File: config.mk
export PLATFORM = sky130hd
export DESIGN_NAME = pooled_slot_allocator
export DESIGN_NICKNAME = d
export VERILOG_FILES = /design/src/rtl/psa_pkg.sv /design/src/rtl/psa_ram.sv /design/src/rtl/psa_out_reg.sv /design/src/rtl/pooled_slot_allocator.sv
export VERILOG_INCLUDE_DIRS = /design/src /design/src/rtl
export SDC_FILE = /design/constraint.sdc
export NUM_CORES = 1
export LEC_CHECK = 0
export BUFFER_PORTS_ARGS = -buffer_cell sky130_fd_sc_hd__buf_2
export CAP_MARGIN = 20
export CORE_MARGIN = 2
export CORE_UTILIZATION = 40
export DETAILED_ROUTE_END_ITERATION = 8
export PLACE_DENSITY = 0.57
export SYNTH_ARGS = -nofsm -noshare
export SYNTH_HDL_FRONTEND = slang
export SYNTH_HIERARCHICAL = 1
export SYNTH_SLANG_ARGS = --single-unit
export TNS_END_PERCENT = 5
File: constraint.sdc
create_clock -name clock -period 9 [get_ports clock]
set_clock_uncertainty 0.15 [all_clocks]
set_input_delay 0.9 -clock clock [delete_from_list [all_inputs] [get_ports clock]]
set_output_delay 0.9 -clock clock [all_outputs]
set_load 0.02 [all_outputs]
File: src/rtl/pooled_slot_allocator_macros.svh
// Assertion macros for the pooled slot allocator.
// Included by the RTL files that carry concurrent checks; no other dependencies.
`ifndef POOLED_SLOT_ALLOCATOR_MACROS_SVH
`define POOLED_SLOT_ALLOCATOR_MACROS_SVH
`ifndef SYNTHESIS
// Same-cycle implication, disabled while reset is high
`define PSA_ASSERT_IMPL(label, clk, rst, ante, cons) \
   label: assert property (@(posedge clk) disable iff (rst) (ante) |-> (cons)) \
      else $error("pooled slot allocator check failed");
// Next-cycle implication, disabled while reset is high
`define PSA_ASSERT_NEXT(label, clk, rst, ante, cons) \
   label: assert property (@(posedge clk) disable iff (rst) (ante) |=> (cons)) \
      else $error("pooled slot allocator check failed");
`else
`define PSA_ASSERT_IMPL(label, clk, rst, ante, cons)
`define PSA_ASSERT_NEXT(label, clk, rst, ante, cons)
`endif
`endif

File: src/rtl/psa_pkg.sv
// Shared types and constants of the pooled slot allocator.
// No dependencies; imported by psa_out_reg and pooled_slot_allocator.
`default_nettype none

package psa_pkg;

   // Field widths fixed by the request and response formats
   localparam int OP_W          = 1;
   localparam int POOL_ID_W     = 4;
   localparam int SLOT_W        = 5;
   localparam int STATUS_W      = 2;
   localparam int CFG_W         = 6;
   localparam int POOL_ID_RANGE = 1 << POOL_ID_W;

   // Reset value of the slots-per-pool register
   localparam logic [CFG_W-1:0] SLOTS_RESET = 6'd32;

   // Operation codes
   localparam logic [OP_W-1:0] OP_ALLOC = 1'b0;
   localparam logic [OP_W-1:0] OP_FREE  = 1'b1;

   // Status codes
   localparam logic [STATUS_W-1:0] STATUS_OK        = 2'd0;
   localparam logic [STATUS_W-1:0] STATUS_NOT_FOUND = 2'd1;
   localparam logic [STATUS_W-1:0] STATUS_NO_POOL   = 2'd2;

   // One response
   typedef struct packed {
      logic [STATUS_W-1:0]  status;
      logic [POOL_ID_W-1:0] got_pool;
      logic [SLOT_W-1:0]    got_slot;
      logic                 opened_pool;
      logic                 released_pool;
   } rsp_type;

endpackage

`default_nettype wire

File: src/rtl/psa_ram.sv
// Simple dual-port synchronous RAM, one write and one registered read port.
// No dependencies; holds the slot bitmaps and the pool order list.
`default_nettype none

module psa_ram #(
   parameter int WIDTH  = 32,
   parameter int ADDR_W = 4
) (
   input  wire logic              clock,
   input  wire logic              wr_en,
   input  wire logic [ADDR_W-1:0] wr_addr,
   input  wire logic [WIDTH-1:0]  wr_data,
   input  wire logic              rd_en,
   input  wire logic [ADDR_W-1:0] rd_addr,
   output      logic [WIDTH-1:0]  rd_data
);

   logic [WIDTH-1:0] mem_ff [0:(1 << ADDR_W)-1];
   logic [WIDTH-1:0] rd_data_ff;

   // Write port
   always_ff @(posedge clock) begin
      if (wr_en) begin
         mem_ff[wr_addr] <= wr_data;
      end
   end

   // Read port, registered
   always_ff @(posedge clock) begin
      if (rd_en) begin
         rd_data_ff <= mem_ff[rd_addr];
      end
   end

   assign rd_data = rd_data_ff;

endmodule

`default_nettype wire

File: src/rtl/psa_out_reg.sv
// Response output register of the pooled slot allocator.
// Depends on psa_pkg for the response type.
`default_nettype none

module psa_out_reg
   import psa_pkg::*;
(
   input  wire logic    clock,
   input  wire logic    reset,
   input  wire logic    push_valid,
   input  wire rsp_type push_data,
   output      logic    push_ready,
   output      logic    out_valid,
   input  wire logic    out_ready,
   output      rsp_type out_data
);

   logic    valid_ff;
   logic    valid_in;
   rsp_type data_ff;

   // Take a new response when empty or when the held one leaves this cycle
   assign push_ready = !valid_ff || out_ready;

   always_comb begin
      valid_in = valid_ff;
      if (push_valid && push_ready) begin
         valid_in = 1'b1;
      end else if (out_ready) begin
         valid_in = 1'b0;
      end
   end

   always_ff @(posedge clock) begin
      if (reset) begin
         valid_ff <= 1'b0;
      end else begin
         valid_ff <= valid_in;
      end
   end

   // Hold the payload until replaced
   always_ff @(posedge clock) begin
      if (push_valid && push_ready) begin
         data_ff <= push_data;
      end
   end

   assign out_valid = valid_ff;
   assign out_data  = data_ff;

endmodule

`default_nettype wire

File: src/rtl/pooled_slot_allocator.sv
// Top level of the pooled slot allocator: sequencer, registers and checks.
// Depends on psa_pkg, psa_ram, psa_out_reg and pooled_slot_allocator_macros.svh.
//
//   channel | ports  | direction | handshake
//   request | req_*  | in        | req_valid / req_ready
//   response| rsp_*  | out       | rsp_valid / rsp_ready
//   config  | csr_*  | in        | csr_wr_en, no wait
//
// Allocate: the order RAM read feeds the bitmap RAM read, one pool issued per cycle;
//   listed pools without room are skipped until the first with room gives a slot.
// Free: bitmap read, modify and write back, then hand-off; a free that empties
//   its pool also walks the order list to close the gap.
// One request is in work at a time; the next is taken once its response sits in
//   the output register, which holds it for as long as rsp_ready stays low.
// Reset needs no clearing pass: a pool's bitmap is written when the pool opens.
`default_nettype none
`include "pooled_slot_allocator_macros.svh"

module pooled_slot_allocator
   import psa_pkg::*;
#(
   parameter int MAX_POOLS = 16,
   parameter int MAX_SLOTS = 32
) (
   input  wire logic                 clock,
   input  wire logic                 reset,
   input  wire logic                 req_valid,
   output      logic                 req_ready,
   input  wire logic [OP_W-1:0]      req_op,
   input  wire logic [POOL_ID_W-1:0] req_pool_id,
   input  wire logic [SLOT_W-1:0]    req_slot,
   output      logic                 rsp_valid,
   input  wire logic                 rsp_ready,
   output      logic [STATUS_W-1:0]  rsp_status,
   output      logic [POOL_ID_W-1:0] rsp_got_pool,
   output      logic [SLOT_W-1:0]    rsp_got_slot,
   output      logic                 rsp_opened_pool,
   output      logic                 rsp_released_pool,
   input  wire logic                 csr_wr_en,
   input  wire logic [CFG_W-1:0]     csr_wr_data
);

   localparam int POOL_CAP = (MAX_POOLS < POOL_ID_RANGE) ? MAX_POOLS : POOL_ID_RANGE;
   localparam int IDX_W    = (POOL_CAP > 1) ? $clog2(POOL_CAP) : 1;
   localparam int CNT_W    = $clog2(POOL_CAP + 1);

   localparam logic [2:0] S_IDLE   = 3'd0;
   localparam logic [2:0] S_WALK   = 3'd1;
   localparam logic [2:0] S_FCHK   = 3'd2;
   localparam logic [2:0] S_FRD    = 3'd3;
   localparam logic [2:0] S_UNLINK = 3'd4;
   localparam logic [2:0] S_DONE   = 3'd5;

   // Control state
   logic [2:0]          state_ff, state_in;
   logic [CFG_W-1:0]    spp_ff;
   logic [CNT_W-1:0]    open_cnt_ff, open_cnt_in;
   logic [POOL_CAP-1:0] pool_open_ff, pool_open_in;
   logic [CNT_W-1:0]    iss_ff, iss_in;
   logic                s1_ff, s1_in;
   logic                s2_ff, s2_in;
   logic                found_ff, found_in;

   // Request and walk payload
   logic [OP_W-1:0]      op_ff, op_in;
   logic [POOL_ID_W-1:0] pid_ff, pid_in;
   logic [SLOT_W-1:0]    slot_ff, slot_in;
   logic [CNT_W-1:0]     s1_idx_ff, s1_idx_in;
   logic [POOL_ID_W-1:0] s2_pool_ff, s2_pool_in;
   rsp_type              res_ff, res_in;

   // RAM ports
   logic                 ord_wr_en, ord_rd_en;
   logic [IDX_W-1:0]     ord_wr_addr, ord_rd_addr;
   logic [POOL_ID_W-1:0] ord_wr_data, ord_rd_data;
   logic                 bm_wr_en, bm_rd_en;
   logic [IDX_W-1:0]     bm_wr_addr, bm_rd_addr;
   logic [MAX_SLOTS-1:0] bm_wr_data, bm_rd_data;

   // Derived values
   logic [CFG_W-1:0]         n_eff;
   logic [MAX_SLOTS-1:0]     slot_mask;
   logic [MAX_SLOTS-1:0]     free_vec;
   logic [MAX_SLOTS-1:0]     low_bit;
   logic [SLOT_W-1:0]        low_idx;
   logic [MAX_SLOTS-1:0]     clr_bit;
   logic [MAX_SLOTS-1:0]     kept;
   logic [POOL_ID_W-1:0]     new_pool;
   logic                     new_ok;
   logic [POOL_CAP-1:0]      new_onehot;
   logic [POOL_CAP-1:0]      pid_onehot;
   logic [POOL_ID_RANGE-1:0] pool_open_ext;
   logic [CNT_W-1:0]         shift_idx;
   logic                     push_valid;
   logic                     push_ready;
   rsp_type                  out_data;

   // Pool order list
   psa_ram #(
      .WIDTH  (POOL_ID_W),
      .ADDR_W (IDX_W)
   ) u_order_ram (
      .clock   (clock),
      .wr_en   (ord_wr_en),
      .wr_addr (ord_wr_addr),
      .wr_data (ord_wr_data),
      .rd_en   (ord_rd_en),
      .rd_addr (ord_rd_addr),
      .rd_data (ord_rd_data)
   );

   // Slot bitmaps, one word per pool
   psa_ram #(
      .WIDTH  (MAX_SLOTS),
      .ADDR_W (IDX_W)
   ) u_bitmap_ram (
      .clock   (clock),
      .wr_en   (bm_wr_en),
      .wr_addr (bm_wr_addr),
      .wr_data (bm_wr_data),
      .rd_en   (bm_rd_en),
      .rd_addr (bm_rd_addr),
      .rd_data (bm_rd_data)
   );

   // Clamp slot count and build the in-range mask
   always_comb begin
      if (spp_ff == '0) begin
         n_eff = CFG_W'(1);
      end else if (spp_ff > CFG_W'(MAX_SLOTS)) begin
         n_eff = CFG_W'(MAX_SLOTS);
      end else begin
         n_eff = spp_ff;
      end
      for (int k = 0; k < MAX_SLOTS; k++) begin
         slot_mask[k] = (CFG_W'(k) < n_eff);
         clr_bit[k]   = (SLOT_W'(k) == slot_ff);
      end
   end

   // Lowest free slot of the bitmap word just read
   assign free_vec = ~bm_rd_data & slot_mask;
   assign low_bit  = free_vec & (~free_vec + MAX_SLOTS'(1));
   assign kept     = bm_rd_data & ~clr_bit;

   always_comb begin
      low_idx = '0;
      for (int k = MAX_SLOTS - 1; k >= 0; k--) begin
         if (free_vec[k]) begin
            low_idx = SLOT_W'(k);
         end
      end
   end

   // Lowest unused pool number and one-hot decodes
   always_comb begin
      new_pool = '0;
      new_ok   = 1'b0;
      for (int i = POOL_CAP - 1; i >= 0; i--) begin
         if (!pool_open_ff[i]) begin
            new_pool = POOL_ID_W'(i);
            new_ok   = 1'b1;
         end
      end
      for (int i = 0; i < POOL_CAP; i++) begin
         new_onehot[i] = (POOL_ID_W'(i) == new_pool);
         pid_onehot[i] = (POOL_ID_W'(i) == pid_ff);
      end
   end

   assign pool_open_ext = POOL_ID_RANGE'(pool_open_ff);
   assign shift_idx     = s1_idx_ff - CNT_W'(1);

   // Sequencer
   always_comb begin
      state_in     = state_ff;
      open_cnt_in  = open_cnt_ff;
      pool_open_in = pool_open_ff;
      iss_in       = iss_ff;
      s1_in        = 1'b0;
      s2_in        = 1'b0;
      found_in     = found_ff;
      op_in        = op_ff;
      pid_in       = pid_ff;
      slot_in      = slot_ff;
      s1_idx_in    = s1_idx_ff;
      s2_pool_in   = s2_pool_ff;
      res_in       = res_ff;
      ord_rd_en    = 1'b0;
      ord_rd_addr  = iss_ff[IDX_W-1:0];
      ord_wr_en    = 1'b0;
      ord_wr_addr  = '0;
      ord_wr_data  = '0;
      bm_rd_en     = 1'b0;
      bm_rd_addr   = '0;
      bm_wr_en     = 1'b0;
      bm_wr_addr   = '0;
      bm_wr_data   = '0;
      push_valid   = 1'b0;

      unique case (state_ff)
         S_IDLE: begin
            // Latch the request and start its walk
            if (req_valid) begin
               op_in         = req_op;
               pid_in        = req_pool_id;
               slot_in       = req_slot;
               iss_in        = '0;
               found_in      = 1'b0;
               res_in        = '0;
               res_in.status = STATUS_OK;
               state_in      = (req_op == OP_ALLOC) ? S_WALK : S_FCHK;
            end
         end

         S_WALK: begin
            // Issue the next order entry
            if (iss_ff < open_cnt_ff) begin
               ord_rd_en = 1'b1;
               s1_in     = 1'b1;
               iss_in    = iss_ff + CNT_W'(1);
            end
            // Order entry in hand: fetch its bitmap
            if (s1_ff) begin
               bm_rd_en   = 1'b1;
               bm_rd_addr = ord_rd_data[IDX_W-1:0];
               s2_in      = 1'b1;
               s2_pool_in = ord_rd_data;
            end
            // Bitmap in hand: take the lowest free slot, drop what is in flight
            if (s2_ff && (free_vec != '0)) begin
               bm_wr_en        = 1'b1;
               bm_wr_addr      = s2_pool_ff[IDX_W-1:0];
               bm_wr_data      = bm_rd_data | low_bit;
               res_in.got_pool = s2_pool_ff;
               res_in.got_slot = low_idx;
               s1_in           = 1'b0;
               s2_in           = 1'b0;
               state_in        = S_DONE;
            end else if (!s1_ff && !s2_ff && (iss_ff >= open_cnt_ff)) begin
               // No room anywhere: open a new pool at the list tail, or report no pool
               if ((open_cnt_ff < CNT_W'(POOL_CAP)) && new_ok) begin
                  bm_wr_en           = 1'b1;
                  bm_wr_addr         = new_pool[IDX_W-1:0];
                  bm_wr_data         = MAX_SLOTS'(1);
                  ord_wr_en          = 1'b1;
                  ord_wr_addr        = open_cnt_ff[IDX_W-1:0];
                  ord_wr_data        = new_pool;
                  open_cnt_in        = open_cnt_ff + CNT_W'(1);
                  pool_open_in       = pool_open_ff | new_onehot;
                  res_in.got_pool    = new_pool;
                  res_in.got_slot    = '0;
                  res_in.opened_pool = 1'b1;
               end else begin
                  res_in.status = STATUS_NO_POOL;
               end
               state_in = S_DONE;
            end
         end

         S_FCHK: begin
            // Refuse a closed pool or an out-of-range slot
            if (!pool_open_ext[pid_ff] || ({1'b0, slot_ff} >= n_eff)) begin
               res_in.status = STATUS_NOT_FOUND;
               state_in      = S_DONE;
            end else begin
               bm_rd_en   = 1'b1;
               bm_rd_addr = pid_ff[IDX_W-1:0];
               state_in   = S_FRD;
            end
         end

         S_FRD: begin
            // Clear the bit; release the pool once nothing in range is used
            bm_wr_en   = 1'b1;
            bm_wr_addr = pid_ff[IDX_W-1:0];
            if ((kept & slot_mask) == '0) begin
               bm_wr_data   = '0;
               iss_in       = '0;
               found_in     = 1'b0;
               state_in     = S_UNLINK;
            end else begin
               bm_wr_data = kept;
               state_in   = S_DONE;
            end
         end

         S_UNLINK: begin
            // Read the list in order
            if (iss_ff < open_cnt_ff) begin
               ord_rd_en = 1'b1;
               s1_in     = 1'b1;
               s1_idx_in = iss_ff;
               iss_in    = iss_ff + CNT_W'(1);
            end
            // Past the released pool, move each entry down by one
            if (s1_ff) begin
               if (found_ff) begin
                  ord_wr_en   = 1'b1;
                  ord_wr_addr = shift_idx[IDX_W-1:0];
                  ord_wr_data = ord_rd_data;
               end
               if (ord_rd_data == pid_ff) begin
                  found_in = 1'b1;
               end
            end else if (iss_ff >= open_cnt_ff) begin
               // Close the pool together with the count
               if (open_cnt_ff != '0) begin
                  open_cnt_in = open_cnt_ff - CNT_W'(1);
               end
               pool_open_in         = pool_open_ff & ~pid_onehot;
               res_in.released_pool = 1'b1;
               state_in             = S_DONE;
            end
         end

         S_DONE: begin
            // Hand the response to the output register
            push_valid = 1'b1;
            if (push_ready) begin
               state_in = S_IDLE;
            end
         end

         default: begin
            state_in = S_IDLE;
         end
      endcase
   end

   assign req_ready = (state_ff == S_IDLE);

   // Control registers
   always_ff @(posedge clock) begin
      if (reset) begin
         state_ff     <= S_IDLE;
         spp_ff       <= SLOTS_RESET;
         open_cnt_ff  <= '0;
         pool_open_ff <= '0;
         iss_ff       <= '0;
         s1_ff        <= 1'b0;
         s2_ff        <= 1'b0;
         found_ff     <= 1'b0;
      end else begin
         state_ff     <= state_in;
         open_cnt_ff  <= open_cnt_in;
         pool_open_ff <= pool_open_in;
         iss_ff       <= iss_in;
         s1_ff        <= s1_in;
         s2_ff        <= s2_in;
         found_ff     <= found_in;
         if (csr_wr_en) begin
            spp_ff <= csr_wr_data;
         end
      end
   end

   // Payload registers
   always_ff @(posedge clock) begin
      op_ff      <= op_in;
      pid_ff     <= pid_in;
      slot_ff    <= slot_in;
      s1_idx_ff  <= s1_idx_in;
      s2_pool_ff <= s2_pool_in;
      res_ff     <= res_in;
   end

   psa_out_reg u_out_reg (
      .clock      (clock),
      .reset      (reset),
      .push_valid (push_valid),
      .push_data  (res_ff),
      .push_ready (push_ready),
      .out_valid  (rsp_valid),
      .out_ready  (rsp_ready),
      .out_data   (out_data)
   );

   assign rsp_status        = out_data.status;
   assign rsp_got_pool      = out_data.got_pool;
   assign rsp_got_slot      = out_data.got_slot;
   assign rsp_opened_pool   = out_data.opened_pool;
   assign rsp_released_pool = out_data.released_pool;

   // Checks
   `PSA_ASSERT_IMPL(a_cnt_bound, clock, reset, 1'b1, open_cnt_ff <= CNT_W'(POOL_CAP))
   `PSA_ASSERT_IMPL(a_cnt_matches_open, clock, reset, 1'b1, $countones(pool_open_ff) == int'(open_cnt_ff))
   `PSA_ASSERT_NEXT(a_one_in_work, clock, reset, req_valid && req_ready, !req_ready)
   `PSA_ASSERT_IMPL(a_alloc_pool_open, clock, reset, push_valid && (res_ff.status == STATUS_OK) && (op_ff == OP_ALLOC), pool_open_ext[res_ff.got_pool])
   `PSA_ASSERT_IMPL(a_release_closed, clock, reset, push_valid && res_ff.released_pool, (op_ff == OP_FREE) && !pool_open_ext[pid_ff])

endmodule

`default_nettype wire
After elaboration in Yosys (flattened, before gate mapping):

Memory sizes are Yosys's and may differ from the RTL's. A register that Yosys moved wholly into a read port is not among the register bits.
Cells that the tools add are included.

* register bits after elaboration: 82
* RAM bits: 576
* bits of input ports: 21
* output and inout port bits: 15
* logic and storage cells: 360
* memories kept: 2

Memory list
* u_bitmap_ram.mem_ff: depth 16, bits a word 32, read ports 1, clocked after Yosys merged registers in 1, wr ports 1, RTL line psa_ram.sv:18 `logic [WIDTH-1:0] mem_ff [0:(1 << ADDR_W)-1];`
* u_order_ram.mem_ff: depth 16, bits a word 4, read ports 1, clocked after Yosys merged registers in 1, wr ports 1, RTL line psa_ram.sv:18

* $add $sub $neg: 5
* order comparisons: 38
* equality and inequality tests: 83
* mux-type cells: 157
* bitwise logic cells: 12
* reduce and logical (&&, ||, !) cells: 40

Operators by type and width (count)
* $mux 5: 41
* $and 32x32->32: 4
* $mux 4: 29
* $lt 5x6->1 const A: 16
* $not 32->32: 3
* $eq 5x5->1 const A: 16
* $mux 16: 5
* $eq 4x4->1 const A: 16
* $mux 32: 2
* $pmux 32 s2: 1
* $lt 4x6->1 const A: 8
* $mux 1: 45
* $eq 4x5->1 const A: 8
* $add 32x1->32 const B: 1
* $eq 3x4->1 const A: 8
* $logic_not 32->1: 1
* $or 32x32->32: 1
* $pmux 16 s2: 1
* $pmux 4 s2: 4
* $reduce_bool 32->1: 1
* $lt 3x6->1 const A: 4
* $ne 2x2->1 const B: 12
* $mux 3: 7
* $eq 3x5->1 const A: 4
* other kinds (56): 97

Depth between registers and ports, before layout:

* depth in word-level cells: 39
* gate-level depth with buffers: 17
* depth with buffers taken out: 14

By module:

The synthesis kept the hierarchy.

By module, submodules not included
* psa_ram at u_bitmap_ram: instances 1, cells each 838, area each 20156.8 um^2, sequential area each 16335.7 um^2
* pooled_slot_allocator: instances 1, cells each 774, area each 6057.1 um^2, sequential area each 1661.6 um^2
* psa_ram at u_order_ram: instances 1, cells each 130, area each 2706.3 um^2, sequential area each 2042.0 um^2
* psa_out_reg: instances 1, cells each 18, area each 445.4 um^2, sequential area each 410.4 um^2

Worst setup path before layout:

Ideal clock, no wire load.

* path kind: register -> register
* start point: register spp_ff[0]
* end point: memory u_bitmap_ram.mem_ff[0][0] (enable)
* library setup time: 0.461 ns
* data arrival time: 5.181 ns
* required time: 8.389 ns
* path slack: 3.208 ns
* stages on the path, launching flop included: 13
* path buffers: 3
* clock period less this slack: 5.792 ns
* cells stage by stage: dfxtp_1 -> buf_2 -> a211o_1 -> a21oi_2 -> o2111ai_1 -> or4_1 -> clkbuf_1 -> o31a_1 -> buf_2 -> a31oi_1 -> nand2_1 -> or3b_2 -> nor3_1

* elaborated cells between the ends (all ways): 45
* classes of those cells: order compare (33); mux (8); bitwise (1); reduce/logical (3)

RTL lines
* from (decl): RTL line pooled_slot_allocator.sv:56 `logic [CFG_W-1:0] spp_ff;`
* from (signal assigned): RTL line pooled_slot_allocator.sv:353 `spp_ff <= csr_wr_data;`
* $gt 6x6->1: RTL line pooled_slot_allocator.sv:130 `end else if (spp_ff > CFG_W'(MAX_SLOTS)) begin`
* $mux 6: RTL line pooled_slot_allocator.sv:130
* $mux 6 (*): RTL line pooled_slot_allocator.sv:128 `if (spp_ff == '0) begin`
* $lt 1x6->1 (tied with other cells): RTL line pooled_slot_allocator.sv:136 `slot_mask[k] = (CFG_W'(k) < n_eff);`
* $and 32x32->32 (*): RTL line pooled_slot_allocator.sv:142 `assign free_vec = ~bm_rd_data & slot_mask;`
* $reduce_bool 32->1 (*): RTL line pooled_slot_allocator.sv:231 `if (s2_ff && (free_vec != '0)) begin`
* $logic_and 1x1->1 (*): RTL line pooled_slot_allocator.sv:231
* $mux 4 (*): RTL line pooled_slot_allocator.sv:231
* $pmux 4 s2 (*): RTL line pooled_slot_allocator.sv:201 `unique case (state_ff)`
* via bm_wr_addr[3]: RTL line pooled_slot_allocator.sv:77 `logic [IDX_W-1:0] bm_wr_addr, bm_rd_addr;`
* to (decl): RTL line psa_ram.sv:18

Mark *: on every way through the listed nets, which the timed path passes. The rest lies on a longest branch.

Worst setup path after layout:

* start point: register spp_ff[3]
* end point: register u_bitmap_ram.rd_data_ff[22], in the netlist u_bitmap_ram/rd_data[22], read port of u_bitmap_ram.mem_ff, data pin

* longest elaborated chain between the ends: 7
* elaborated cells between the ends (all ways): 10
* classes of those cells: order compare (2); mux (6); reduce/logical (2)

Ends and longest elaborated chain
* $gt 6x6->1: RTL line pooled_slot_allocator.sv:130
* $mux 6: RTL line pooled_slot_allocator.sv:130
* $mux 6 (*): RTL line pooled_slot_allocator.sv:128
* $ge 5x6->1 (*): RTL line pooled_slot_allocator.sv:263 `if (!pool_open_ext[pid_ff] || ({1'b0, slot_ff} >= n_eff)) begin`
* $logic_or 1x1->1 (*): RTL line pooled_slot_allocator.sv:263
* $mux 4 (*): RTL line pooled_slot_allocator.sv:263
* $pmux 4 s2 (*): RTL line pooled_slot_allocator.sv:201
* via bm_rd_addr[0]: RTL line pooled_slot_allocator.sv:77
* to (decl): RTL line psa_ram.sv:19 `logic [WIDTH-1:0] rd_data_ff;`

Marks and branches as above.
A chain may end at the register's enable or synchronous reset.

==> impl_metrics.csv <==
group,metric,value,unit
setup_path,crit_path_end_kind,"flip-flop",
clocking,root_buffer,"clkbuf_16",
sta,slew_viol_final,0,
setup_path,cp-start-kind,"flip-flop",
sta,worst_pin_slew,1090,ps
setup_path,worst-path-stages,15,
routing,route.met3.wl,4990,um
sta,finalHoldViolations,0,
min_path,hold_class,"flip-flop to flip-flop",
clocking,clk_pin_slew,60,ps
floorplan,chipWidth,275,um
clocking,clk_latency,640,ps
setup_path,cp_common_cell,"a21o_1",
layout,multi_input_area,0.00845,mm2
clocking,cts_hold_buf,0,
layout,final_layout_size_suffix_gt1_share,20.3,%
global_route,antenna_found_initial,0,
routing,wl_met2,36700,um
setup_path,worstRegToRegCells,15,
logic_synthesis,synthFlopType,"edfxtp_1",
routing,drt-initial-drc-count,1964,
routing,via_per_inst,6.05,
layout,diodes,0,
min_path,hp-start,"res_ff[3]",
job,drv_cap,0,
setup_path,cp_max_fo,98,
sta,finalSetupViolCount,0,
global_route,grt_pass1_vias,17100,
place,dp_hpwl,47000,um
place,place.gp.congestion,1.03,
routing,drtPass1Iterations,5,
clocking,cts_buffers,74,
power_and_ir_drop,power_density,225,mW/mm2
global_route,grt_pass1_wl,117000,um
sta,post-route-min-period,6010,ps
setup_path,crit_arrival,6230,ps
setup_path,critical_path.top_delay_family,"compound AO/OA/AOI/OAI gates",
setup_path,startpoint,"spp_ff[3]",
sta,max_freq,0.166,GHz
logic_synthesis,synth-xor-area-share,0.328,%
setup_path,critical-path-slowest-cell,"dfxtp_1",
routing,vias,17300,
floorplan,io_pins,36,
setup_path,crit_type,"flip-flop to flip-flop",
global_route,grt_remaining_overflow,0,
logic_synthesis,yosysSeqAreaShare,69.6,%
status,status,"finished clean",
clocking,cts_max_path_buffers,3,
clocking,htreeDepth,3,
setup_path,slowest_delay,1030,ps
floorplan,die_area,0.0756,mm2
logic_synthesis,synthCells,1760,
routing,ant_nets,0,
layout,regArea,0.0204,mm2
min_path,hold_depth,0,
sta,finalSetupTns,0,ps
clocking,cts_sinks,694,
logic_synthesis,syn_area_per_cell,16.7,um2
logic_synthesis,synth-edff-count,655,
setup_path,path_cells,"nor3_1 -> a21oi_1 -> nor2_1 -> ha_1 -> nand2b_1 -> a21o_1 -> a21o_1 -> a211oi_1 -> o31a_1 -> and2_0 -> a22o_4 -> buf_12 -> mux4_2 -> a22oi_1 -> nand2_1",
logic_synthesis,synth_seq_cells,694,
logic_synthesis,ys_warn_count,6,
setup_path,required,9220,ps
layout,fillerInstances,6264,
clocking,post_cts_resize_count,0,
sta,rsz0062_at_grt,"false",
routing,wl_met1,35200,um
setup_path,crit_buf_inv,1,
logic_synthesis,synth_compound_area_share,8.53,%
floorplan,core_area,0.0728,mm2
routing,drc,0,
layout,areaGrowthSynthToFinish,13.2,%
global_route,grtUsageTotal,21.2,%
routing,topRoutingLayerUsed,"met4",
layout,fin_nets,1875,
logic_synthesis,synth_fp_nets,1797,
logic_synthesis,synth_top_family_by_area,"multiplexers",
floorplan,die_height,275,um
setup_path,r2r-start,"spp_ff[3]",
logic_synthesis,synthArstFlopShare,0,%
sta,fin_crit_sh,66.8,%
power_and_ir_drop,ir_drop,0.000177,V
floorplan,start_util,40.3,%
logic_synthesis,muxShareOfSynthArea,11.9,%
routing,routed_wl,79700,um
logic_synthesis,netlist_area,0.0294,mm2
sta,slew-limit-headroom,27.4,%
place,place.port_buffers,35,
clocking,cts_setup_buffers,0,
global_route,grt_max_degree,99,
logic_synthesis,synthSimpleGateAreaFrac,6.77,%
logic_synthesis,synthAdderAreaFrac,0.707,%
logic_synthesis,synth.distinct_cells,90,
routing,wl_per_cell,27.9,um
power_and_ir_drop,leakagePower,0.0112,uW
floorplan,rows,99,
clocking,cts_tree,"yes",
power_and_ir_drop,power.total,7470,uW
==> where the power goes <==
group          internal [uW]  switching, uW  total (uW)
registers               3680           93.1        3770
logic                    262            477         739
clock network           1690           1270        2960
==> worst register-to-register path: stages, from the launching register on <==
cell and delay (ps):
dfxtp_1 1030, nor3_1 180, a21oi_1 220, nor2_1 70
ha_1 280, nand2b_1 160, a21o_1 190, a21o_1 180
a211oi_1 270, o31a_1 230, and2_0 350, a22o_4 630
buf_12 580, mux4_2 900, a22oi_1 240, nand2_1 100
==> state kept, by name, summed over array words and instances (netlist names), 3 cells and up <==
signal                flops
u_bitmap_ram/mem_ff     512
u_order_ram/mem_ff       64
u_bitmap_ram/rd_data     32
pool_open_ext            16
res_ff                   13
u_out_reg/out_data       13
spp_ff                    6
iss_ff                    5
open_cnt_ff               5
slot_ff                   5
pid_ff                    4
s1_idx_ff                 4
s2_pool_ff                4
u_order_ram/rd_data       4
state_ff                  3
==> area by class of cell <==
class | count | area share (%)
Sequential cell | 694 | 61.5
Multi-Input combinational cell | 939 | 25.4
Clock buffer | 91 | 5.83
Tap cell | 959 | 3.61
Timing Repair Buffer | 93 | 1.98
Clock inverter | 40 | 1.26
Inverter | 36 | 0.406
==> worst paths after layout <==
check | to | slack [ps]
worst max-delay path | u_bitmap_ram/rd_data[22] | 2990
worst min-delay path | u_out_reg/out_data[3] | 250
worst max register to register | u_bitmap_ram/rd_data[22] | 2990
worst min register to register | u_out_reg/out_data[3] | 250
==> per-layer routing <==
metal | GRT usage [%] | vias to the layer above
li1 | - | 7346
met1 | 30.6 | 9067
met2 | 32.7 | 697
met3 | 3.48 | 145
met4 | 7.61 | 0
met5 | 0 | -
==> cell usage in the layout, fill, tap and decap left out, types with 18 or more instances in the layout <==
| cell | synthesis | layout |
|---|---|---|
| buf_4 | 10 | 53 |
| nand2_1 | 100 | 100 |
| buf_2 | 19 | 35 |
| nand3_1 | 30 | 30 |
| a31oi_1 | 20 | 20 |
| dfxtp_1 | 39 | 39 |
| o21ai_0 | 77 | 75 |
| clkbuf_16 | 0 | 75 |
| inv_1 | 36 | 36 |
| o22ai_1 | 18 | 18 |
| nor2_1 | 95 | 82 |
| nor3_1 | 32 | 28 |
| a22oi_1 | 70 | 70 |
| edfxtp_1 | 655 | 655 |
| a21oi_1 | 57 | 57 |
| mux4_2 | 135 | 135 |
| nand2b_1 | 24 | 24 |
==> per-stage QoR <==
step / cells / hold WS (ps) / utilization [%] / area (um2) / setup slack (ps)
after global placement: 2705 / 255 / 42.2 / 30700 / 3110
after global routing: 2852 / 272 / 45.6 / 33200 / 2600
final: 2852 / 255 / 45.6 / 33200 / 2990
after CTS: 2843 / 253 / 45.5 / 33200 / 3000
after detailed placement: 2712 / 255 / 42.3 / 30800 / 3020
after floorplan: 1760 / 250 / - / 29400 / 3210
==> cells by family (layout without fill, tap and decap cells) <==
group | after synthesis | in the layout
AO/OA/AOI/OAI | 368 | 368
AND/OR/NAND/NOR | 386 | 386
multiplexers | 158 | 158
XOR/XNOR | 11 | 11
adder cells (fa/ha/maj) | 16 | 16
flip-flops | 694 | 694
buffers and inverters | 127 | 260
==> synth_stat cells (15+ instances only) <==
master      n  area (um2)
a21oi_1    57         285
nand3_1    30         150
nand2b_1   24         150
nor2_1     95         357
edfxtp_1  655       19700
o22ai_1    18         113
nor3_1     32         160
inv_1      36         135
clkbuf_1   40         150
ha_1       15         188
a31oi_1    20         125
nand2_1   100         375
buf_2      19        95.1
a22oi_1    70         526
o21ai_0    77         385
mux4_2    135        3040
dfxtp_1    39         781
(Power assumes the default switching activity.)
